### config.mk
export PLATFORM = sky130hd
export DESIGN_NAME = lru_key_value_cache_core
export DESIGN_NICKNAME = d
export VERILOG_FILES = /design/src/lkvc_pkg.sv /design/src/lru_key_value_cache_core.sv /design/src/lkvc_ram.sv
export SDC_FILE = /design/constraint.sdc
export NUM_CORES = 1
export LEC_CHECK = 0
export ABC_AREA = 1
export BUFFER_PORTS_ARGS = -buffer_cell sky130_fd_sc_hd__buf_2
export CORE_ASPECT_RATIO = 1.2
export CORE_MARGIN = 2
export CORE_UTILIZATION = 55
export CTS_CLUSTER_SIZE = 8
export DETAILED_ROUTE_END_ITERATION = 8
export PLACE_DENSITY_LB_ADDON = 0.05
export REMOVE_ABC_BUFFERS = 1
export SLEW_MARGIN = 20
export SYNTH_ARGS = -nofsm -noshare
export SYNTH_HDL_FRONTEND = slang
export SYNTH_SLANG_ARGS = --single-unit
### constraint.sdc
create_clock -name clk -period 5.7 [get_ports clk]
set_clock_uncertainty 0.2 [all_clocks]
set_input_delay 0.57 -clock clk [delete_from_list [all_inputs] [get_ports clk]]
set_output_delay 0.57 -clock clk [all_outputs]
set_load 0.02 [all_outputs]
### src/lkvc_pkg.sv
`default_nettype none
package lkvc_pkg;

  localparam int ENTRIES_DEFAULT = 16;
  localparam int KEY_W           = 32;
  localparam int VALUE_W         = 32;
  localparam int CAP_W           = 5;

  localparam logic [CAP_W-1:0]   CAP_RESET  = 5'd16;
  localparam logic [VALUE_W-1:0] MISS_VALUE = 32'hFFFF_FFFF;

  localparam logic FUNC_LOOKUP = 1'b0;
  localparam logic FUNC_WRITE  = 1'b1;

endpackage
`default_nettype wire

### src/lru_key_value_cache_core.sv
// fully associative key/value cache with least-recently-used replacement
//
// input stream: s_axis_tuser[0] selects lookup (0) or write (1), s_axis_tdata carries
// key in the low word and value in the high word. a lookup gives one output transfer,
// m_axis_tuser[0] = hit and m_axis_tdata = stored value, or all ones on a miss. a write
// gives no output transfer. cfg_wr_en/cfg_wr_data set the capacity in use (0 acts as 1,
// values above ENTRIES act as ENTRIES); write it only while the block is idle.
//
// one key compare unit and one rank update unit are stepped over the entries, one entry
// a cycle, against registered-read key, value and rank memories. after the accept cycle
// an item searches all entries and then decides; a lookup hit then reads its value, a
// hit or any write then updates the ranks of all entries, and a final state hands any
// result to the output register. a new item is taken only once the last one is done:
// s_axis_tready is high only between items. while m_axis_tready is low a new item is
// still taken; a further lookup waits at its end until the output register is free.
//
// reset clears all valid bits, the entry count and the output valid flag, and sets the
// capacity to 16; key, value and rank memories are not cleared, valid bits guard them.
`default_nettype none
module lru_key_value_cache_core #(
  parameter int ENTRIES = lkvc_pkg::ENTRIES_DEFAULT
) (
  input  logic clk,
  input  logic rst,
  // cfg
  input  logic                          cfg_wr_en,
  input  logic [lkvc_pkg::CAP_W-1:0]    cfg_wr_data,   // capacity_in_use
  // input stream
  input  logic                          s_axis_tvalid,
  output logic                          s_axis_tready,
  input  logic [lkvc_pkg::KEY_W+lkvc_pkg::VALUE_W-1:0] s_axis_tdata, // key, value
  input  logic [0:0]                    s_axis_tuser,  // func
  // output stream
  output logic                          m_axis_tvalid,
  input  logic                          m_axis_tready,
  output logic [lkvc_pkg::VALUE_W-1:0]  m_axis_tdata,  // read_value
  output logic [0:0]                    m_axis_tuser   // hit
);

  import lkvc_pkg::*;

  localparam int IW   = (ENTRIES > 1) ? $clog2(ENTRIES) : 1;
  localparam int CW   = $clog2(ENTRIES + 1);
  localparam int CMPW = (CW > CAP_W) ? CW : CAP_W;

  localparam logic [2:0] ST_IDLE   = 3'd0;
  localparam logic [2:0] ST_SCAN   = 3'd1;
  localparam logic [2:0] ST_DECIDE = 3'd2;
  localparam logic [2:0] ST_VALUE  = 3'd3;
  localparam logic [2:0] ST_UPDATE = 3'd4;
  localparam logic [2:0] ST_FINISH = 3'd5;

  logic [2:0]         state;
  logic [CW-1:0]      cnt;
  logic               rd_pending;
  logic [IW-1:0]      rd_idx;
  logic [ENTRIES-1:0] valid;
  logic [CW-1:0]      used;
  logic [CAP_W-1:0]   cap;
  logic               out_valid;
  logic               out_hit;
  logic [VALUE_W-1:0] out_data;

  logic               op_func;
  logic [KEY_W-1:0]   op_key;
  logic [VALUE_W-1:0] op_value;

  logic               found;
  logic [IW-1:0]      found_idx;
  logic [IW-1:0]      found_rank;
  logic               any_valid;
  logic [IW-1:0]      victim_idx;
  logic [IW-1:0]      victim_rank;
  logic               free_found;
  logic [IW-1:0]      free_idx;
  logic [IW-1:0]      target_idx;
  logic [IW-1:0]      old_rank;
  logic               age_all;
  logic               pend_result;
  logic               pend_hit;
  logic [VALUE_W-1:0] pend_data;

  logic [IW-1:0]      scan_addr;
  logic [KEY_W-1:0]   key_rdata;
  logic [VALUE_W-1:0] value_rdata;
  logic [IW-1:0]      rank_rdata;
  logic               key_we;
  logic               value_we;
  logic [IW-1:0]      wr_idx;
  logic               rank_we;
  logic [IW-1:0]      rank_wdata;
  logic               is_target;
  logic               ages;
  logic [CMPW-1:0]    cap_ext;
  logic [CMPW-1:0]    cap_eff;
  logic               room;
  logic               out_free;
  logic               in_xfer;

  assign s_axis_tready = (state == ST_IDLE);
  assign in_xfer       = s_axis_tvalid && s_axis_tready;
  assign m_axis_tvalid = out_valid;
  assign m_axis_tdata  = out_data;
  assign m_axis_tuser  = out_hit;
  assign out_free      = !out_valid || m_axis_tready;

  assign scan_addr = (cnt < CW'(ENTRIES)) ? cnt[IW-1:0] : '0;

  // capacity clamped to 1..ENTRIES
  always_comb begin
    cap_ext = CMPW'(cap);
    cap_eff = cap_ext;
    if (cap_ext == '0) begin
      cap_eff = CMPW'(1);
    end else if (cap_ext > CMPW'(ENTRIES)) begin
      cap_eff = CMPW'(ENTRIES);
    end
  end
  assign room = (CMPW'(used) < cap_eff) && (CMPW'(used) < CMPW'(ENTRIES));

  // insert target: free slot while below capacity, else least recent slot
  assign wr_idx   = found ? found_idx : (room ? free_idx : victim_idx);
  assign value_we = (state == ST_DECIDE) && (op_func == FUNC_WRITE);
  assign key_we   = value_we && !found;

  // rank update cell, one entry a cycle
  assign is_target  = (rd_idx == target_idx);
  assign ages       = valid[rd_idx] && (age_all || (rank_rdata < old_rank));
  assign rank_we    = (state == ST_UPDATE) && rd_pending && (is_target || ages);
  assign rank_wdata = is_target ? '0 : IW'(rank_rdata + 1'b1);

  lkvc_ram #(.WIDTH(KEY_W), .DEPTH(ENTRIES)) u_key_ram (
    .clk   (clk),
    .we    (key_we),
    .waddr (wr_idx),
    .wdata (op_key),
    .raddr (scan_addr),
    .rdata (key_rdata)
  );

  lkvc_ram #(.WIDTH(VALUE_W), .DEPTH(ENTRIES)) u_value_ram (
    .clk   (clk),
    .we    (value_we),
    .waddr (wr_idx),
    .wdata (op_value),
    .raddr (found_idx),
    .rdata (value_rdata)
  );

  lkvc_ram #(.WIDTH(IW), .DEPTH(ENTRIES)) u_rank_ram (
    .clk   (clk),
    .we    (rank_we),
    .waddr (rd_idx),
    .wdata (rank_wdata),
    .raddr (scan_addr),
    .rdata (rank_rdata)
  );

  // control
  always_ff @(posedge clk) begin
    if (rst) begin
      state      <= ST_IDLE;
      cnt        <= '0;
      rd_pending <= 1'b0;
      valid      <= '0;
      used       <= '0;
      cap        <= CAP_RESET;
      out_valid  <= 1'b0;
    end else begin
      if (cfg_wr_en) begin
        cap <= cfg_wr_data;
      end
      rd_pending <= ((state == ST_SCAN) || (state == ST_UPDATE)) && (cnt < CW'(ENTRIES));
      // a result loaded in the same cycle keeps the register full
      if (out_valid && m_axis_tready && !((state == ST_FINISH) && pend_result)) begin
        out_valid <= 1'b0;
      end
      unique case (state)
        ST_IDLE: begin
          if (in_xfer) begin
            cnt   <= '0;
            state <= ST_SCAN;
          end
        end
        ST_SCAN: begin
          if (cnt == CW'(ENTRIES)) begin
            state <= ST_DECIDE;
          end else begin
            cnt <= CW'(cnt + 1'b1);
          end
        end
        ST_DECIDE: begin
          cnt <= '0;
          if (op_func == FUNC_LOOKUP) begin
            state <= found ? ST_VALUE : ST_FINISH;
          end else begin
            if (!found && room) begin
              valid[free_idx] <= 1'b1;
              used            <= CW'(used + 1'b1);
            end
            state <= ST_UPDATE;
          end
        end
        ST_VALUE: begin
          state <= ST_UPDATE;
        end
        ST_UPDATE: begin
          if (cnt == CW'(ENTRIES)) begin
            state <= ST_FINISH;
          end else begin
            cnt <= CW'(cnt + 1'b1);
          end
        end
        ST_FINISH: begin
          if (!pend_result) begin
            state <= ST_IDLE;
          end else if (out_free) begin
            out_valid <= 1'b1;
            state     <= ST_IDLE;
          end
        end
        default: begin
          state <= ST_IDLE;
        end
      endcase
    end
  end

  // datapath
  always_ff @(posedge clk) begin
    rd_idx <= scan_addr;
    if (in_xfer) begin
      op_func     <= s_axis_tuser[0];
      op_key      <= s_axis_tdata[KEY_W-1:0];
      op_value    <= s_axis_tdata[KEY_W+VALUE_W-1:KEY_W];
      found       <= 1'b0;
      any_valid   <= 1'b0;
      free_found  <= 1'b0;
      pend_result <= (s_axis_tuser[0] == FUNC_LOOKUP);
      pend_hit    <= 1'b0;
      pend_data   <= MISS_VALUE;
    end
    if ((state == ST_SCAN) && rd_pending) begin
      if (valid[rd_idx] && (key_rdata == op_key) && !found) begin
        found      <= 1'b1;
        found_idx  <= rd_idx;
        found_rank <= rank_rdata;
      end
      if (valid[rd_idx] && (!any_valid || (rank_rdata > victim_rank))) begin
        any_valid   <= 1'b1;
        victim_idx  <= rd_idx;
        victim_rank <= rank_rdata;
      end
      if (!valid[rd_idx] && !free_found) begin
        free_found <= 1'b1;
        free_idx   <= rd_idx;
      end
    end
    if (state == ST_DECIDE) begin
      target_idx <= wr_idx;
      age_all    <= !found && room;
      old_rank   <= found ? found_rank : victim_rank;
    end
    if (state == ST_VALUE) begin
      pend_hit  <= 1'b1;
      pend_data <= value_rdata;
    end
    if ((state == ST_FINISH) && pend_result && out_free) begin
      out_hit  <= pend_hit;
      out_data <= pend_data;
    end
  end

  a_used_matches_valid: assert property (@(posedge clk) disable iff (rst)
    $countones(valid) == int'(used))
    else $error("entry count differs from number of valid slots");

  a_used_bounded: assert property (@(posedge clk) disable iff (rst)
    CMPW'(used) <= CMPW'(ENTRIES))
    else $error("entry count above number of slots");

  a_free_slot_known: assert property (@(posedge clk) disable iff (rst)
    (state == ST_DECIDE && op_func == FUNC_WRITE && !found && room) |-> free_found)
    else $error("insert below capacity without a free slot");

  a_victim_known: assert property (@(posedge clk) disable iff (rst)
    (state == ST_DECIDE && op_func == FUNC_WRITE && !found && !room) |-> any_valid)
    else $error("replacement without a valid victim");

  a_scan_runs: assert property (@(posedge clk) disable iff (rst)
    (state == ST_SCAN && cnt != CW'(ENTRIES)) |=> state == ST_SCAN)
    else $error("search left before the last entry");

endmodule
`default_nettype wire

### src/lkvc_ram.sv
`default_nettype none
module lkvc_ram #(
  parameter int WIDTH = lkvc_pkg::KEY_W,
  parameter int DEPTH = lkvc_pkg::ENTRIES_DEFAULT,
  localparam int AW   = (DEPTH > 1) ? $clog2(DEPTH) : 1
) (
  input  logic             clk,
  input  logic             we,
  input  logic [AW-1:0]    waddr,
  input  logic [WIDTH-1:0] wdata,
  input  logic [AW-1:0]    raddr,
  output logic [WIDTH-1:0] rdata
);

  logic [WIDTH-1:0] mem [DEPTH];

  always_ff @(posedge clk) begin
    if (we) begin
      mem[waddr] <= wdata;
    end
    rdata <= mem[raddr];
  end

endmodule
`default_nettype wire

==> results of run 1 <==
[where the power goes]
| part | switching [mW] | total [mW] | internal [mW] |
|---|---|---|---|
| combinational | 1.91 | 2.61 | 0.693 |
| clock | 4.06 | 10.2 | 6.11 |
| sequential | 0.639 | 12.6 | 11.9 |
| total | 6.61 | 25.3 | 18.7 |
[layout make-up]
cell class | count | area [sq um] | area share
multi-input combinational | 2080 | 10900 | 0.182
tap | 1250 | 1560 | 0.0260
sequential | 1360 | 39700 | 0.660
clock inverter | 15 | 277 | 0.00459
timing repair buffer | 255 | 2130 | 0.0354
inverter | 111 | 433 | 0.00719
clock buffer | 311 | 5140 | 0.0854
[cell usage after synthesis, types with 23 or more instances]
master / count / area, sq um
a21oi_1: 23 / 115
buf_2: 69 / 345
buf_6: 24 / 270
clkbuf_1: 126 / 473
dfxtp_1: 112 / 2240
edfxtp_1: 1248 / 37500
inv_1: 98 / 368
nand2_1: 224 / 841
nand3_1: 71 / 355
nor2_1: 657 / 2470
nor2_2: 33 / 206
o211ai_1: 88 / 661
o21ai_0: 511 / 2560
o21ai_1: 56 / 280
o221ai_1: 184 / 1610
o22ai_1: 91 / 569
or2_2: 42 / 263
[how the worst min path moves through the flow]
stage                             to  slack, ns  cells after the start
floorplan            m_axis_tdata[0]       0.20                      0
global placement     m_axis_tdata[9]       0.20                      0
detailed placement  m_axis_tdata[11]       0.21                      0
CTS                          used[4]       0.03                      2
global route               valid[12]       0.09                      2
finish                       used[4]       0.08                      2
[kinds of logic after synthesis]
family          count (synthesis)  share of synthesized area
flops                        1360                      0.763
fa+ha+maj                      15                    0.00360
xor+xnor                       18                    0.00303
simple gates                 1076                     0.0856
compound gates                971                      0.114
buf+inv                       343                     0.0311
[critical path: cells and delay by family (launching register included)]
| family | cells | cell delay (ns) |
|---|---|---|
| buffers and inverters | 2 | 0.98 |
| and+or+nand+nor | 5 | 1.44 |
| DFF | 1 | 1.04 |
[stage by stage]
step	area [sq um]	instances	TNS, ns	hold slack [ns]
after floorplan	50900	3551	-1877.25	0.200
after global placement	53600	4963	0	0.204
after detailed placement	54000	4977	0	0.206
after CTS	60200	5382	0	0.0338
after global routing	60200	5382	0	0.0865
final	60200	5382	0	0.0815
[per-layer routing]
| metal | up-vias | global-route usage |
|---|---|---|
| li1 | 14579 | - |
| met1 | 16224 | 0.342 |
| met2 | 1252 | 0.463 |
| met3 | 271 | 0.0407 |
| met4 | 0 | 0.110 |
| met5 | - | 0 |
==> results_dict.tcl, run 1 <==
set metrics [dict create \
    status "completed" \
    route.met2.wl_um 66400 \
    grt_usage 0.269 \
    finalHoldViolCount 0 \
    cpPeakStageDelay_ns 1.04 \
    cts_tree "done" \
    final_cell_mix "edfxtp_1 (1248), nor2_1 (628), o21ai_0 (511)" \
    crit_fanout 39 \
    cp-start-kind "flip-flop" \
    total_power_mw 25.3 \
    worstMarginPinSlew_ns 1.16 \
    drv_slew 0 \
    yosys_register_bits 1360 \
    crit_path_end "u_key_ram.mem[7][29]" \
    grt_overflow 0 \
    vias 32326 \
    critPathArrivalTime_ns 4.29 \
    antenna_found_initial 2 \
    cts_root_buf "clkbuf_16" \
    ir_drop_mv 0.297 \
    avgViaCountPerCell 6.01 \
    hold_class "input pin to flip-flop" \
    p_per_area_nw_per_um2 421 \
    worst_slack_ns 1.63 \
    drive_above_1_share 0.126 \
    ys.flop_type "edfxtp_1" \
    critical_path.startpoint "found_idx[1]" \
    setup_viol 0 \
    worst_r2r_path_depth 7 \
    ctsHoldBuffers 79 \
    regToRegEndpoint "u_key_ram.mem[7][29]" \
    end_kind "flip-flop" \
    io-pin-count 110 \
    largestRegisters "u_key_ram.mem x512, u_value_ram.mem x512, u_rank_ram.mem x64" \
    initial_core_util 0.556 \
    ys_seq_area_frac 0.763 \
    min_period_ns 4.07 \
    post_cts.repair.setup_buffers 0 \
    async_flop_share 0 \
    ctsResizeCount 0 \
    grt_pass1_wl_um 197000 \
    maxCapViolations 0 \
    die_height_um 341 \
    cp_slowest_cell "edfxtp_1" \
    place_ws_ns 1.69 \
    rsz0062_at_grt "no" \
    die_x_um 285 \
    portBuffers 109 \
    syn_inst 3783 \
    leakagePower_nw 19.7 \
    cts_made_buffers 187 \
    clk_pin_slew_worst_paths_ns 0.05 \
    crit_top_cell "nand2_1" \
    r2r_slack_ns 1.63 \
    cts.sinks 1360 \
    grt_pass1_vias 32921 \
    area_growth_pct 15.6 \
    final_common_cell "edfxtp_1" \
    synth_warnings 0 \
    max_clock_freq_mhz 246 \
    r2r-start "found_idx[1]" \
    wirelength_um 131000 \
    coreArea_sq_um 93700 \
    clk_latency_ns 0.77 \
    avgSynthCellArea_sq_um 13.8 \
    wl_per_cell_um 24.3 \
    relSlewSlack 0.226 \
    postRouteAntennaNets 0 \
    highest_layer "met4" \
    fin_util 0.642 \
    crit_type "flip-flop to flip-flop" \
    wl_met3_um 7890 \
    nets 4085 \
    h-tree-depth 4 \
    m1WireLength_um 51900 \
    routabilityCongestion 0.868 \
    final.fill_count 6816 \
    dp_hpwl_um 71000 \
    drt_pre_antenna_iters 5 \
    drtIter0Drc 2850 \
    fp.dieArea_sq_um 97200 \
    grt_max_degree 153 \
    synth_edf_count 1248 \
    min_from "rst" \
    synth.distinct_cells 44 \
    netlist_area_sq_um 52100 \
    required_ns 5.92 \
    diodes 0 \
    cts_buffer_depth 3 \
    fp-row-count 123 \
    route.detailed.drc 0 \
    finalCritPeriodShare 0.714 \
    crit_chain "inv_2, nand2_1, nand2_1, nor2_1, nand2_1, nor2_4, buf_4" \
]
Power figures use the tool's default switching activity.
==> run 2, diff against run 1 <==
clock period = 4.1 ns   (was 5.7 ns; I/O delays follow)
==> run 2 against run 1 <==
  * Fmax rose by 20%
  * Sequential cell count is the same
  * Via count grew 0.18%
  * Combinational power up 43%
  * Register-to-register slack got worse by 0.91 ns
  * First-iteration DRC count up 13%
  * Cell count increased by 0.65%
  * Clock power increased by 40%
  * Global-route usage is 0.26 points higher
  * Core utilization grew 0.40 points
  * Design area rose by 0.62%
  * Die area unchanged
  * Critical endpoint is now u_key_ram.mem[2][26]
==> results_dict.tcl, run 2 (synthesis gave the netlist of run 1 again) <==
set metrics [dict create \
    status "completed" \
    cp_slowest_cell "nor2_4" \
    cp.depth 15 \
    grt_pass1_vias 33213 \
    end_kind "flip-flop" \
    p_sw_frac 0.260 \
    grt_pass1_wl_um 200000 \
    power_switching_mw 9.20 \
    whs_path_depth 2 \
    pwr-share-clk 0.404 \
    die_x_um 285 \
    crit_fanout 17 \
    io-pin-count 110 \
    crit_type "flip-flop to flip-flop" \
    crit_family "simple AND/OR/NAND/NOR gates" \
    hold_class "input pin to flip-flop" \
    cpPeakStageDelay_ns 0.46 \
    setup_viol 0 \
    initial_core_util 0.556 \
    final_common_cell "edfxtp_1" \
    ctsHoldBuffers 84 \
    route.detailed.drc 0 \
    finalHoldViolCount 0 \
    worst_r2r_path_depth 15 \
    wl_met3_um 6880 \
    avgViaCountPerCell 5.98 \
    cts_buffer_depth 3 \
    h-tree-depth 4 \
    antenna_found_initial 2 \
    vias 32384 \
    nets 4115 \
    drive_above_1_share 0.131 \
    total_power_mw 35.4 \
    area_growth_pct 16.4 \
    die_height_um 341 \
    worstMarginPinSlew_ns 1.13 \
    crit_top_cell "nand2_1" \
    final_cell_mix "edfxtp_1 (1248), nor2_1 (630), o21ai_0 (511)" \
    portBuffers 109 \
    leakagePower_nw 19.9 \
    crit_buf_inv 2 \
    cts.sinks 1360 \
    ir_drop_mv 0.418 \
    cp-start-kind "flip-flop" \
    cts_root_buf "clkbuf_16" \
    wirelength_um 131000 \
    worst_hold_slack_ns 0.153 \
    cts_tree "done" \
    grt_max_degree 257 \
    p_per_area_nw_per_um2 585 \
    ctsResizeCount 0 \
    wl_per_cell_um 24.2 \
    highest_layer "met4" \
    place_ws_ns 0.737 \
    drt_pre_antenna_iters 5 \
    post_cts.repair.setup_buffers 0 \
    routabilityCongestion 0.851 \
    placed_cell_area_sq_um 54200 \
    max_clock_freq_mhz 295 \
    worst_slack_ns 0.715 \
    r2r_slack_ns 0.72 \
    drtIter0Drc 3228 \
    m1WireLength_um 52400 \
    design_area_sq_um 60600 \
    cts_made_buffers 188 \
    clk_pin_slew_worst_paths_ns 0.05 \
    crit_chain "inv_1, nand2_1, ha_1, a21oi_1, nor2_1, nor2_4, nand2_4, nand2_1, nand2_1, nand2_1, nand2_2, nor2_2, nand2_1, nor2_4, buf_4" \
    grt_usage 0.271 \
    fp.dieArea_sq_um 97200 \
    largestRegisters "u_key_ram.mem x512, u_value_ram.mem x512, u_rank_ram.mem x64" \
    relSlewSlack 0.245 \
    route.met2.wl_um 67900 \
    seqPwrFrac 0.491 \
    p_int_mw 26.2 \
    rsz0062_at_grt "no" \
    min_period_ns 3.38 \
    critPathArrivalTime_ns 3.61 \
    combPwrFrac 0.105 \
    finalCritPeriodShare 0.826 \
    clk_latency_ns 0.77 \
    diodes 0 \
    dp_hpwl_um 69400 \
    coreArea_sq_um 93700 \
    drv_slew 0 \
    postRouteAntennaNets 0 \
    fp-row-count 123 \
    required_ns 4.33 \
    maxCapViolations 0 \
    grt_overflow 0 \
]
-- run 2: cell type report --
type                       count  area [sq um]
fill                        6854         33100
inverter                     111           435
clock inverter                14           275
tap                         1250          1560
clock buffer                 318          5240
timing repair buffer         284          2420
multi-input combinational   2080         10900
sequential                  1360         39700
-- run 2: final timing paths --
check,endpoint,startpoint
max,u_key_ram.mem[2][26],cap[4]
min,op_key[7],s_axis_tdata[7]
max reg2reg,u_key_ram.mem[2][26],cap[4]
min reg2reg,m_axis_tdata[21],pend_data[21]
-- run 2: per-layer routing --
| metal | vias up | track usage |
|---|---|---|
| li1 | 14640 | - |
| met1 | 16337 | 0.344 |
| met2 | 1185 | 0.479 |
| met3 | 222 | 0.0371 |
| met4 | 0 | 0.0954 |
| met5 | - | 0 |
-- run 2: power groups by stage --
stage	registers (mW)	logic (mW)	clock network [mW]
after floorplan	17.4	2.08	0
after global placement	17.6	3.55	0
after detailed placement	17.7	3.64	0
after CTS	17.4	3.72	14.5
after global routing	17.5	4.11	15.1
final	17.4	3.72	14.3
-- run 2: through the flow --
step                      setup TNS, ns  std cells   util
after detailed placement              0       5001  0.579
after global routing                  0       5417  0.646
after floorplan                -3526.80       3551      -
final                                 0       5417  0.646
after CTS                             0       5417  0.646
after global placement                0       5001  0.579
